`src/design/eec_pkg.sv`:
```
`timescale 1ns / 1ps
`default_nettype none
// ----------------------------------------------------------------------------
// eec_pkg
// Shared widths, sequencer states and control structs for the extended
// Euclid coefficient unit.
// ----------------------------------------------------------------------------
package eec_pkg;

  // Working width of the coefficient arithmetic (8..64).
  localparam int DataWidth    = 64;
  // Remainders live in the operands' low DataWidth-1 bits.
  localparam int OperandWidth = DataWidth - 1;
  localparam int CountWidth   = $clog2(OperandWidth + 1);

  // Fixed port field widths.
  localparam int FieldWidth   = 63;
  localparam int CoefWidth    = 64;

  typedef enum logic [1:0] {
    ST_IDLE,
    ST_TEST,
    ST_DIV,
    ST_FINISH
  } state_t;

  typedef struct packed {
    logic start;
  } div_ctrl_t;

  typedef struct packed {
    logic busy;
    logic done;
  } div_stat_t;

endpackage : eec_pkg
`default_nettype wire

```
`src/design/eec_in_if.sv`:
```
`timescale 1ns / 1ps
`default_nettype none
// ----------------------------------------------------------------------------
// eec_in_if
// Operand channel: valid/ready handshake carrying both operands.
// ----------------------------------------------------------------------------
interface eec_in_if;
  logic                           valid;
  logic                           ready;
  logic [eec_pkg::FieldWidth-1:0] modulus_value;
  logic [eec_pkg::FieldWidth-1:0] operand_value;

  modport source (output valid, output modulus_value, output operand_value, input ready);
  modport sink   (input valid, input modulus_value, input operand_value, output ready);
endinterface : eec_in_if
`default_nettype wire

```
`src/design/eec_out_if.sv`:
```
`timescale 1ns / 1ps
`default_nettype none
// ----------------------------------------------------------------------------
// eec_out_if
// Result channel: valid/ready handshake carrying the signed coefficient.
// ----------------------------------------------------------------------------
interface eec_out_if;
  logic                                 valid;
  logic                                 ready;
  logic signed [eec_pkg::CoefWidth-1:0] coefficient;

  modport source (output valid, output coefficient, input ready);
  modport sink   (input valid, input coefficient, output ready);
endinterface : eec_out_if
`default_nettype wire

```
`src/design/eec_divmul.sv`:
```
`timescale 1ns / 1ps
`default_nettype none
// ----------------------------------------------------------------------------
// eec_divmul
// Bit-serial restoring divider, one quotient bit per cycle, with the
// quotient folded MSB first into a running product mult*q mod 2^DataWidth.
// ----------------------------------------------------------------------------
module eec_divmul (
  input  wire                                   clk,
  input  wire                                   rst,
  input  eec_pkg::div_ctrl_t                    ctrl,
  input  wire  [eec_pkg::OperandWidth-1:0]      dividend,
  input  wire  [eec_pkg::OperandWidth-1:0]      divisor,
  input  wire  [eec_pkg::DataWidth-1:0]         mult,
  output eec_pkg::div_stat_t                    stat,
  output logic [eec_pkg::OperandWidth-1:0]      remainder,
  output logic [eec_pkg::DataWidth-1:0]         product
);

  logic [eec_pkg::OperandWidth-1:0] dvd;
  logic [eec_pkg::CountWidth-1:0]   cnt;
  logic                             busy;
  logic                             done;

  logic [eec_pkg::OperandWidth:0]   trial;
  logic [eec_pkg::OperandWidth:0]   diff;
  logic                             qbit;
  logic [eec_pkg::OperandWidth-1:0] remainder_next;
  logic [eec_pkg::DataWidth-1:0]    product_next;

  always_comb begin
    trial = {remainder, dvd[eec_pkg::OperandWidth-1]};
    diff  = trial - {1'b0, divisor};
    qbit  = (trial >= {1'b0, divisor});
    remainder_next = qbit ? diff[eec_pkg::OperandWidth-1:0]
                          : trial[eec_pkg::OperandWidth-1:0];
    // Horner step: product = 2*product + qbit*mult
    product_next = {product[eec_pkg::DataWidth-2:0], 1'b0}
                 + (qbit ? mult : '0);
  end

  always_ff @(posedge clk) begin
    if (rst) begin
      busy <= 1'b0;
      done <= 1'b0;
      cnt  <= '0;
    end else begin
      done <= 1'b0;
      if (ctrl.start) begin
        busy <= 1'b1;
        cnt  <= eec_pkg::CountWidth'(eec_pkg::OperandWidth);
      end else if (busy) begin
        cnt <= cnt - 1'b1;
        if (cnt == eec_pkg::CountWidth'(1)) begin
          busy <= 1'b0;
          done <= 1'b1;
        end
      end
    end
  end

  always_ff @(posedge clk) begin
    if (ctrl.start) begin
      remainder <= '0;
      dvd       <= dividend;
      product   <= '0;
    end else if (busy) begin
      remainder <= remainder_next;
      dvd       <= {dvd[eec_pkg::OperandWidth-2:0], 1'b0};
      product   <= product_next;
    end
  end

  assign stat.busy = busy;
  assign stat.done = done;

endmodule : eec_divmul
`default_nettype wire

```
`src/design/extended_euclid_coefficient_unit.sv`:
```
`timescale 1ns / 1ps
`default_nettype none
// ----------------------------------------------------------------------------
// extended_euclid_coefficient_unit
// Extended Euclid: returns the Bezout coefficient y of b in a*x + b*y = gcd.
// ----------------------------------------------------------------------------
//  channel   | dir | fields                         | handshake
//  ----------+-----+--------------------------------+------------
//  operands  | in  | modulus_value, operand_value   | valid/ready
//  result    | out | coefficient (signed)           | valid/ready
//
//  Each Euclid iteration is a zero test, a divide in the shared serial
//  divider at one quotient bit per cycle, and the update.
//  A transaction repeats the iteration until r1 is zero (k <= ~92 iterations).
//  operands.ready is high only while idle; one item is in flight at a time.
//  The result register holds until taken; a finished item waits for it.
//  rst is synchronous and clears the sequencer and the result valid.
// ----------------------------------------------------------------------------
module extended_euclid_coefficient_unit (
  input wire        clk,
  input wire        rst,
  eec_in_if.sink    operands,
  eec_out_if.source result
);

  eec_pkg::state_t    state;
  eec_pkg::state_t    state_next;
  eec_pkg::div_ctrl_t div_ctrl;
  eec_pkg::div_stat_t div_stat;

  logic [eec_pkg::OperandWidth-1:0] r0;
  logic [eec_pkg::OperandWidth-1:0] r1;
  logic [eec_pkg::DataWidth-1:0]    y0;
  logic [eec_pkg::DataWidth-1:0]    y1;
  logic signed [eec_pkg::CoefWidth-1:0] coefficient;
  logic                             out_valid;

  logic [eec_pkg::OperandWidth-1:0] rem;
  logic [eec_pkg::DataWidth-1:0]    prod;

  logic in_accept;
  logic load;
  logic update;
  logic emit;

  eec_divmul u_divmul (
    .clk       (clk),
    .rst       (rst),
    .ctrl      (div_ctrl),
    .dividend  (r0),
    .divisor   (r1),
    .mult      (y1),
    .stat      (div_stat),
    .remainder (rem),
    .product   (prod)
  );

  assign operands.ready     = (state == eec_pkg::ST_IDLE);
  assign in_accept          = operands.valid && operands.ready;
  assign result.valid       = out_valid;
  assign result.coefficient = coefficient;

  always_ff @(posedge clk) begin
    if (rst) begin
      state <= eec_pkg::ST_IDLE;
    end else begin
      state <= state_next;
    end
  end

  always_comb begin
    state_next     = state;
    div_ctrl.start = 1'b0;
    load           = 1'b0;
    update         = 1'b0;
    emit           = 1'b0;
    unique case (state)
      eec_pkg::ST_IDLE: begin
        if (in_accept) begin
          load       = 1'b1;
          state_next = eec_pkg::ST_TEST;
        end
      end
      eec_pkg::ST_TEST: begin
        if (r1 == '0) begin
          state_next = eec_pkg::ST_FINISH;
        end else begin
          div_ctrl.start = 1'b1;
          state_next     = eec_pkg::ST_DIV;
        end
      end
      eec_pkg::ST_DIV: begin
        if (div_stat.done) begin
          update     = 1'b1;
          state_next = eec_pkg::ST_TEST;
        end
      end
      eec_pkg::ST_FINISH: begin
        if (!out_valid || result.ready) begin
          emit       = 1'b1;
          state_next = eec_pkg::ST_IDLE;
        end
      end
      default: state_next = eec_pkg::ST_IDLE;
    endcase
  end

  // older remainder r0 pairs with y0, newer r1 with y1
  always_ff @(posedge clk) begin
    if (load) begin
      r0 <= operands.operand_value[eec_pkg::OperandWidth-1:0];
      r1 <= operands.modulus_value[eec_pkg::OperandWidth-1:0];
      y0 <= eec_pkg::DataWidth'(1);
      y1 <= '0;
    end else if (update) begin
      r0 <= r1;
      r1 <= rem;
      y0 <= y1;
      y1 <= y0 - prod;
    end
  end

  always_ff @(posedge clk) begin
    if (emit) begin
      coefficient <= eec_pkg::CoefWidth'($signed(y0));
    end
  end

  always_ff @(posedge clk) begin
    if (rst) begin
      out_valid <= 1'b0;
    end else if (emit) begin
      out_valid <= 1'b1;
    end else if (result.ready) begin
      out_valid <= 1'b0;
    end
  end

  a_ready_div_idle: assert property (@(posedge clk) disable iff (rst)
    operands.ready |-> !div_stat.busy)
    else $error("accepting operands while the divider is busy");

  a_done_in_div: assert property (@(posedge clk) disable iff (rst)
    div_stat.done |-> (state == eec_pkg::ST_DIV))
    else $error("divider finished outside the divide state");

  a_accept_to_test: assert property (@(posedge clk) disable iff (rst)
    in_accept |=> (state == eec_pkg::ST_TEST))
    else $error("accepted transaction did not start the loop");

  a_div_nonzero: assert property (@(posedge clk) disable iff (rst)
    (state == eec_pkg::ST_DIV) |-> (r1 != '0))
    else $error("division by a zero remainder");

  a_emit_valid: assert property (@(posedge clk) disable iff (rst)
    emit |=> out_valid)
    else $error("finished result not presented");

endmodule : extended_euclid_coefficient_unit
`default_nettype wire
```
`src/flat_wrapper.sv`:
```
// flat-port wrapper written by rule: the top's interface ports become plain ports
module extended_euclid_coefficient_unit_flat 
  (clk, rst, operands_valid, operands_modulus_value, operands_operand_value, operands_ready, result_valid, result_coefficient, result_ready);
  eec_in_if operands_i ();
  eec_out_if result_i ();
  input wire clk;
  input wire rst;
  input wire logic [$bits(operands_i.valid)-1:0] operands_valid;
  input wire logic [$bits(operands_i.modulus_value)-1:0] operands_modulus_value;
  input wire logic [$bits(operands_i.operand_value)-1:0] operands_operand_value;
  output wire logic [$bits(operands_i.ready)-1:0] operands_ready;
  output wire logic [$bits(result_i.valid)-1:0] result_valid;
  output wire logic [$bits(result_i.coefficient)-1:0] result_coefficient;
  input wire logic [$bits(result_i.ready)-1:0] result_ready;
  assign operands_i.valid = operands_valid;
  assign operands_i.modulus_value = operands_modulus_value;
  assign operands_i.operand_value = operands_operand_value;
  assign operands_ready = operands_i.ready;
  assign result_valid = result_i.valid;
  assign result_coefficient = result_i.coefficient;
  assign result_i.ready = result_ready;
  extended_euclid_coefficient_unit u_core (.clk(clk), .rst(rst), .operands(operands_i), .result(result_i));
endmodule
```
`config.mk`:
```
export PLATFORM = sky130hd
export DESIGN_NAME = extended_euclid_coefficient_unit_flat
export DESIGN_NICKNAME = d
export VERILOG_FILES = /design/src/design/eec_pkg.sv /design/src/design/eec_in_if.sv /design/src/design/eec_out_if.sv /design/src/design/eec_divmul.sv /design/src/design/extended_euclid_coefficient_unit.sv /design/src/flat_wrapper.sv
export SDC_FILE = /design/constraint.sdc
export NUM_CORES = 1
export LEC_CHECK = 0
export BUFFER_PORTS_ARGS = -buffer_cell sky130_fd_sc_hd__buf_2
export CAP_MARGIN = 10
export CORE_ASPECT_RATIO = 1.4
export CORE_MARGIN = 10
export CORE_UTILIZATION = 55
export DETAILED_ROUTE_END_ITERATION = 10
export GPL_ROUTABILITY_DRIVEN = 0
export PLACE_DENSITY_LB_ADDON = 0.05
export SETUP_SLACK_MARGIN = 0.05
export SLEW_MARGIN = 10
export SYNTH_ARGS = -nofsm -noshare
export SYNTH_HDL_FRONTEND = slang
export SYNTH_SLANG_ARGS = --single-unit
```
`constraint.sdc`:
```
create_clock -name clk -period 5.15 [get_ports clk]
set_input_delay 1.03 -clock clk [delete_from_list [all_inputs] [get_ports clk]]
set_output_delay 1.03 -clock clk [all_outputs]
set_load 0.02 [all_outputs]
```
==> results.md, run 1 <==
* Status: finished with violations
* Failing checks: negative setup slack
* WHS Path Cells at 0
* Final worst-path cycle share at 1.04
* Max cap viols at 0
* Routed met3 length at 4580 um
* CTS tree: yes
* Startpoint Class: flip-flop
* Number of H-tree levels at 2
* Syn_nets at 4053
* Slowest cell on crit path: o21ai_4
* Rows at 103
* Worst-Margin Slew at 1.11 ns
* Post-route minimum period at between 5 and 6 ns
* Worst Path Buf+Inv at 7
* Drt drc at 0
* DR WL/cell at between 15 and 20 um
* Post-route antenna net violation count at 0
* Worst EP required at approximately 5.6 ns
* P_leak at 16.9 nW
* Worst Hold Endpoint: u_core.result.coefficient[0]
* Maximum clock frequency at 186 MHz
* HPWL after DPL at between 60000 and 70000 um
* Die area at 0.0667 mm2
* Design Area, Final at roughly 0.039 mm2
* Final Setup Violations at 15
* Number of DRC markers in iteration 0 at 2410
* Total track usage at 0.271
* CTS clock-pin slew for the worst setup and hold paths at 0.07 ns
* Power share of the combinational group at 0.424
* VDD IR max at 0.289 mV
* Fin. max-slew vios at 0
* Total grt overflow at 0
* Total power at 0.0162 W
* Switching share of power at 0.363
* FF+latch count, synth at roughly 520
* Vias in the first global route at roughly 29000
* Clock share of power at 0.255
* Largest net degree at the start of global routing at 154
* Most used flip-flop cell after synthesis: dfxtp_1
* Setup WS post-layout at -0.217 ns
* Clock tree sinks at slightly above 500
* R2R Path End: u_core.u_divmul.product[56]
* Met1 wire length at 36500 um
* Worst setup EP type: flip-flop
* Worst Skew at 0.0303 ns
* Core area at 0.0562 mm2
* Initial antenna violation count at 1
* Psw at 0.00587 W
* FF-to-FF Start: u_core.r1[53]
* Port buffer count at roughly 200
* Top Metal Used: met5
* Fin nets at about 4500
* R2R Setup Slk at -0.22 ns
* Placed Area at 0.0352 mm2
* Fin. Hold Viols at 0
* Iteration count of the initial detailed-routing pass at 7
* Synth-to-layout area growth at 24.1%
* Register area share after synthesis at 0.415
* P per Cell Area at 419 mW/mm2
* Most frequent cells in the layout: nand2_1, buf_4, a21oi_1
* Post-synth EDFFs at 253
* WL final at about 95000 um
* First-pass GRT wire length at roughly 150000 um
* WS Path Type: reg2reg
* Initial Util at 0.554
* YS warnings at 0
* Clock buffer depth at 3
* Synthesized area at 0.0311 mm2
* Max FO, Critical Path at 6
* Flop pwr share at 0.321
* Inst Count DP at approximately 4800
* Internal power at 0.0103 W
* Vias at 28924
* Die X at 221 um
* Share of cells above drive strength 1 at 0.214
* Hold_sp: u_core.y0[0]
* Io pins at around 200
* Clock Latency Late Sink at between 0.6 and 0.7 ns
* CP peak stage delay at 0.41 ns
* RSZ-0062 raised after global routing: true
* Slew HR at 0.261
* Post-synthesis cell type count at 84
* Critical Path AT at 5.82 ns
* Met2 WL at 48600 um
* Cts bufs inserted at 50
* Via-to-Cell Ratio at 5.81
* Post-synth ARST share at 0
* Final core occ at 0.688
* R2R depth at 27
* ANT cells at 0
* Crit-path leading delay family: compound AO/OA/AOI/OAI gates
* Setup TNS at -1.50 ns
* Hold-fix buffers, CTS at 0
* CTS root buffer: clkbuf_16
* Synthesized instance count at 3730
* Average size of a mapped cell at between 8 and 9 um2
* Hold WC Path Type: reg2reg
* Most common cell after layout, fill and taps aside: nand2_1
* Die Ht at a little over 300 um
* Post-Layout Cell Count at 4979
[registers in the layout (all words and copies together), names as in the netlist, 6 cells and up]
name / cells
u_core.y1: 64
u_core.y0: 64
u_core.r1: 63
u_core.u_divmul.cnt: 6
u_core.result.coefficient: 64
u_core.u_divmul.product: 64
u_core.u_divmul.dvd: 63
u_core.u_divmul.remainder: 63
u_core.r0: 63
[final cells by class]
type / count / area (um2)
multi-input combinational: 2829 / 17900
fill: 4491 / 17500
sequential: 519 / 12900
timing repair buffer: 631 / 4400
clock buffer: 61 / 1360
tap: 735 / 920
inverter: 171 / 644
clock inverter: 33 / 474
[cell usage after synthesis (6+ instances only)]
master | count | area share
o211ai_1 | 22 | 0.0053
or3_1 | 18 | 0.0036
a221oi_1 | 10 | 0.0028
a211oi_1 | 50 | 0.012
o31ai_1 | 13 | 0.0031
nor2_1 | 243 | 0.029
o21ai_0 | 248 | 0.040
and4_1 | 6 | 0.0017
and3_1 | 13 | 0.0026
nand3_1 | 41 | 0.0066
ha_1 | 190 | 0.076
xor2_1 | 73 | 0.021
and2_1 | 10 | 0.0020
nand3b_1 | 7 | 0.0017
nor2b_1 | 81 | 0.016
a32oi_1 | 7 | 0.0020
clkbuf_1 | 195 | 0.023
a31oi_1 | 27 | 0.0054
a21oi_1 | 375 | 0.060
mux2i_1 | 53 | 0.017
nand2b_1 | 31 | 0.0062
inv_1 | 170 | 0.020
edfxtp_1 | 253 | 0.24
o21a_1 | 20 | 0.0048
o21bai_1 | 38 | 0.0092
o22ai_1 | 9 | 0.0018
nor3b_1 | 10 | 0.0024
nand2_1 | 812 | 0.098
nand4_1 | 60 | 0.012
a21boi_0 | 11 | 0.0027
dfxtp_1 | 266 | 0.17
a21o_1 | 115 | 0.028
xnor2_1 | 99 | 0.028
nor3_1 | 24 | 0.0039
buf_1 | 7 | 0.00084
nor4_1 | 21 | 0.0042
buf_2 | 6 | 0.00096
[metal layers]
metal,global-route usage,up-vias
li1,-,14028
met1,0.297,13662
met2,0.500,930
met3,0.0351,302
met4,0.143,2
met5,0,-
[what timing repair did]
item	in CTS	in global routing
pin swaps	75	82
setup buffers	41	27
gates resized for setup	134	99
setup endpoints to repair	36	47
cloned	3	0
[kinds of logic (layout without fill, tap and decap cells)]
| kind of cell | count (synthesis) | count (layout) | synth area share |
|---|---|---|---|
| flops | 519 | 519 | 0.415 |
| compound gates | 1015 | 1015 | 0.199 |
| simple gates | 1395 | 1395 | 0.195 |
| fa+ha+maj | 193 | 193 | 0.0782 |
| buf+inv | 382 | 896 | 0.0470 |
| xor+xnor | 172 | 172 | 0.0484 |
| mux | 54 | 54 | 0.0174 |
[per-stage QoR]
| stage | worst slack [ns] | hold WS, ns |
|---|---|---|
| after floorplan | 0.0669 | 0.408 |
| after global placement | -0.332 | 0.414 |
| after detailed placement | -0.496 | 0.414 |
| after CTS | -0.164 | 0.440 |
| after global routing | -0.392 | 0.448 |
| final | -0.217 | 0.440 |
[worst max-delay path by stage]
| stage | startpoint | endpoint | slack [ns] | depth (start not counted) |
|---|---|---|---|---|
| global placement | u_core.r1[51] | u_core.u_divmul.product[61] | -0.33 | 25 |
| CTS | u_core.r1[13] | u_core.u_divmul.product[56] | -0.16 | 25 |
| floorplan | u_core.r1[18] | u_core.u_divmul.product[56] | 0.07 | 24 |
| detailed placement | u_core.r1[51] | u_core.u_divmul.product[32] | -0.50 | 26 |
| global route | u_core.r1[13] | u_core.u_divmul.product[56] | -0.39 | 28 |
| finish | u_core.r1[53] | u_core.u_divmul.product[56] | -0.22 | 27 |
[worst register-to-register path: stages (launching register included)]
cell and delay (ns):
edfxtp_1 0.40, inv_2 0.10, ha_4 0.20, a21o_1 0.15, a21o_1 0.16, a221oi_2 0.30, buf_4 0.17, o221ai_2 0.08
a31oi_1 0.15, buf_4 0.15, o311ai_4 0.10, o21ai_4 0.41, buf_6 0.21, buf_16 0.15, nor2b_1 0.06, ha_1 0.35
buf_6 0.17, a21oi_4 0.13, o21ai_2 0.08, a211o_1 0.27, a31oi_4 0.25, o31ai_4 0.14, a21o_1 0.23, a221oi_4 0.33
o21bai_1 0.12, buf_4 0.14, nand4b_1 0.11, o311ai_1 0.11
[power groups by stage]
| stage | sequential (W) | combinational [W] | clock [W] |
|---|---|---|---|
| after detailed placement | 0.00527 | 0.00630 | 0 |
| final | 0.00520 | 0.00686 | 0.00413 |
| after floorplan | 0.00524 | 0.00420 | 0 |
| after CTS | 0.00519 | 0.00676 | 0.00421 |
| after global placement | 0.00525 | 0.00620 | 0 |
| after global routing | 0.00525 | 0.00752 | 0.00435 |
Power figures use the tool's default switching activity.
==> run 2: changes to the inputs <==
--- a/config.mk
+++ b/config.mk
@@ -10,6 +10,7 @@
 export CORE_ASPECT_RATIO = 1.4
 export CORE_MARGIN = 10
 export CORE_UTILIZATION = 55
+export CTS_CLUSTER_DIAMETER = 80
 export DETAILED_ROUTE_END_ITERATION = 10
 export GPL_ROUTABILITY_DRIVEN = 0
 export PLACE_DENSITY_LB_ADDON = 0.05
@@ -17,4 +18,5 @@
 export SLEW_MARGIN = 10
 export SYNTH_ARGS = -nofsm -noshare
 export SYNTH_HDL_FRONTEND = slang
+export SYNTH_HIERARCHICAL = 1
 export SYNTH_SLANG_ARGS = --single-unit
==> run 2 against run 1 <==
Sequential share of layout area about the same. The run still ends with negative setup slack left. Sequential power about the same. Largest power group unchanged. Clock skew down 0.0072 ns. Largest cell class unchanged. Hold slack better by 0.0068 ns.
==> results.md, run 2 <==
* Status: finished with violations
* Failing checks: negative setup slack
* Slew HR at 0.265 (+0.00442)
* P per Cell Area at 425 mW/mm2 (+1.6%)
* Top Metal Used: met5
* Fin nets at 4523 (-0.044%)
* VDD IR max at 0.339 mV (+17%)
* Switching share of power at 0.375 (+0.0128)
* Maximum clock frequency at 182 MHz (-2.3%)
* Syn_nets at 4050 (-0.074%)
* Synthesized instance count at 3727 (-0.080%)
* Critical Path AT at 5.96 ns (+0.14 ns)
* Drt drc at 0 (unchanged)
* Most common cell after layout, fill and taps aside: nand2_1
* Vias at 29271 (+1.2%)
* Port buffer count at 195 (unchanged)
* WL final at 99700 um (+4.9%)
* Internal power at 0.0103 W (-0.52%)
* Synthesized area at 0.0317 mm2 (+1.7%)
* Number of H-tree levels at 2 (unchanged)
* Fin. max-slew vios at 0 (unchanged)
* HPWL after DPL at 73000 um (+6.8%)
* First-pass GRT wire length at 155000 um (+3.7%)
* YS warnings at 6 (+6)
* CTS clock-pin slew for the worst setup and hold paths at 0.07 ns (about the same)
* Most frequent cells in the layout: nand2_1, buf_4, a21oi_1
* CTS tree: yes
* Share of cells above drive strength 1 at 0.219 (+0.00448)
* CTS root buffer: clkbuf_16
* Iteration count of the initial detailed-routing pass at 6 (-1)
* Hold WC Path Type: reg2reg
* WS Path Type: reg2reg
* Final core occ at 0.675 (-0.0132)
* Core area at 0.0573 mm2 (+1.9%)
* Post-route minimum period at 5.49 ns (+0.126 ns)
* Total grt overflow at 0 (unchanged)
* Worst EP required at 5.62 ns (+0.02 ns)
* Vias in the first global route at 29004 (-0.56%)
* Post-route antenna net violation count at 0 (unchanged)
* Number of DRC markers in iteration 0 at 2441 (+1.3%)
* Setup WS post-layout at -0.343 ns (-0.126 ns)
* Psw at 0.00617 W (+5.1%)
* Clock buffer depth at 3 (unchanged)
* Total power at 0.0164 W (+1.5%)
* Startpoint Class: flip-flop
* Setup TNS at -4.94 ns (-3.44 ns)
* Io pins at 196 (unchanged)
* Die area at 0.0678 mm2 (+1.6%)
* R2R Setup Slk at -0.34 ns (-0.13 ns)
* R2R depth at 26 (-3.7%)
* Max FO, Critical Path at 7 (+1)
* WHS Path Cells at 0 (unchanged)
* Synth-to-layout area growth at 21.9%
* RSZ-0062 raised after global routing: true
* Met2 WL at 49300 um (+1.3%)
* Die Ht at 304 um (+0.81%)
* Worst Skew at 0.0231 ns (-0.00719 ns)
* Clock Latency Late Sink at 0.62 ns (about the same)
* Total track usage at 0.278 (+0.00779)
* Flop pwr share at 0.318 (-0.003)
* Cts bufs inserted at 52 (+4.0%)
* Routed met3 length at 5510 um (+20%)
* Worst-Margin Slew at 1.09 ns (-0.0141 ns)
* Final Setup Violations at 26 (+11)
* Average size of a mapped cell at 8.50 um2 (+1.8%)
* Initial antenna violation count at 1 (unchanged)
* DR WL/cell at 20.0 um (+4.8%)
* Fin. Hold Viols at 0 (unchanged)
* Clock share of power at 0.234 (-0.021)
* Initial Util at 0.554 (-0.000838)
* ANT cells at 0 (unchanged)
* Clock tree sinks at 519 (unchanged)
* Worst slack, placed at -0.586 ns (-0.0903 ns)
* Max cap viols at 0 (unchanged)
* Worst setup EP type: flip-flop
* Final worst-path cycle share at 1.07 (+0.0245)
* P_leak at 16.9 nW (about the same)
* Power share of the combinational group at 0.448 (+0.024)
* Via-to-Cell Ratio at 5.87 (+1.1%)
* Largest net degree at the start of global routing at 85 (-45%)
* Die X at 223 um (+0.79%)
* Rows at 104 (+0.97%)
* Met1 wire length at 39200 um (+7.4%)
run 2: changes by cell type in the layout (fill, tap and decap cells not counted), sizes merged, moves of 13 or more:
cell	previous run	this run
clkbuf	61	75
a21o	115	100
nor3	24	40
mux2	1	65
o21ai	253	207
mux2i	53	40
run 2: area by class of cell:
type	instances	area [um2]
inverters	180	678
clock buffers	75	1520
multi-input cells	2825	18000
well taps	742	928
clock inverters	23	194
repair buffers	622	4350
fillers	4717	18600
flip-flops and latches	519	12900
run 2: metrics by stage:
step	hold WS, ns	area [um2]	cells
floorplan	0.408	31700	3727
CTS	0.454	38100	4968
global route	0.465	38600	4986
finish	0.446	38600	4986
detailed placement	0.442	35700	4838
global placement	0.421	35700	4838
run 2: layer usage:
metal	GRT usage	vias to the layer above
li1	-	14036
met2	0.490	1042
met4	0.150	2
met3	0.0389	289
met5	0	-
met1	0.320	13902
run 2: final timing paths:
kind,from,end
max,u_core/r1[51],u_core/u_divmul/product[60]
min,u_core/y0[0],u_core/result.coefficient[0]
max reg2reg,u_core/r1[51],u_core/u_divmul/product[60]
min reg2reg,u_core/y0[0],u_core/result.coefficient[0]
run 2: what timing repair did:
item	in CTS	in global routing
gates resized for setup	83	84
hold buffers	0	0
pin swaps	58	51
buffers inserted	34	22
setup endpoints to repair	45	46
gates cloned	2	0
run 2: critical path, cell delays in order, from the launching register on:
cell	delay (ns)
edfxtp_1	0.40
inv_2	0.08
ha_4	0.21
a21oi_4	0.16
o21ai_4	0.09
a2111oi_4	0.30
nor3_2	0.11
a311oi_2	0.34
o211ai_1	0.24
a31oi_4	0.30
buf_6	0.16
buf_8	0.12
buf_12	0.10
buf_16	0.11
nor2b_1	0.05
ha_1	0.31
buf_4	0.16
buf_4	0.14
a221oi_4	0.28
o41ai_2	0.15
o21ai_2	0.29
a21oi_4	0.14
a221oi_4	0.36
nor3b_4	0.09
a221oi_2	0.31
xor2_1	0.21
o21ai_1	0.10
run 2: power groups by stage:
stage          sequential, W  combinational, W  clock (W)
2_1_floorplan        0.00525           0.00445          0
3_3_place_gp         0.00527           0.00662          0
3_5_place_dp         0.00530           0.00672          0
4_1_cts              0.00522           0.00712    0.00392
5_1_grt              0.00527           0.00802    0.00407
6_report             0.00522           0.00737    0.00385
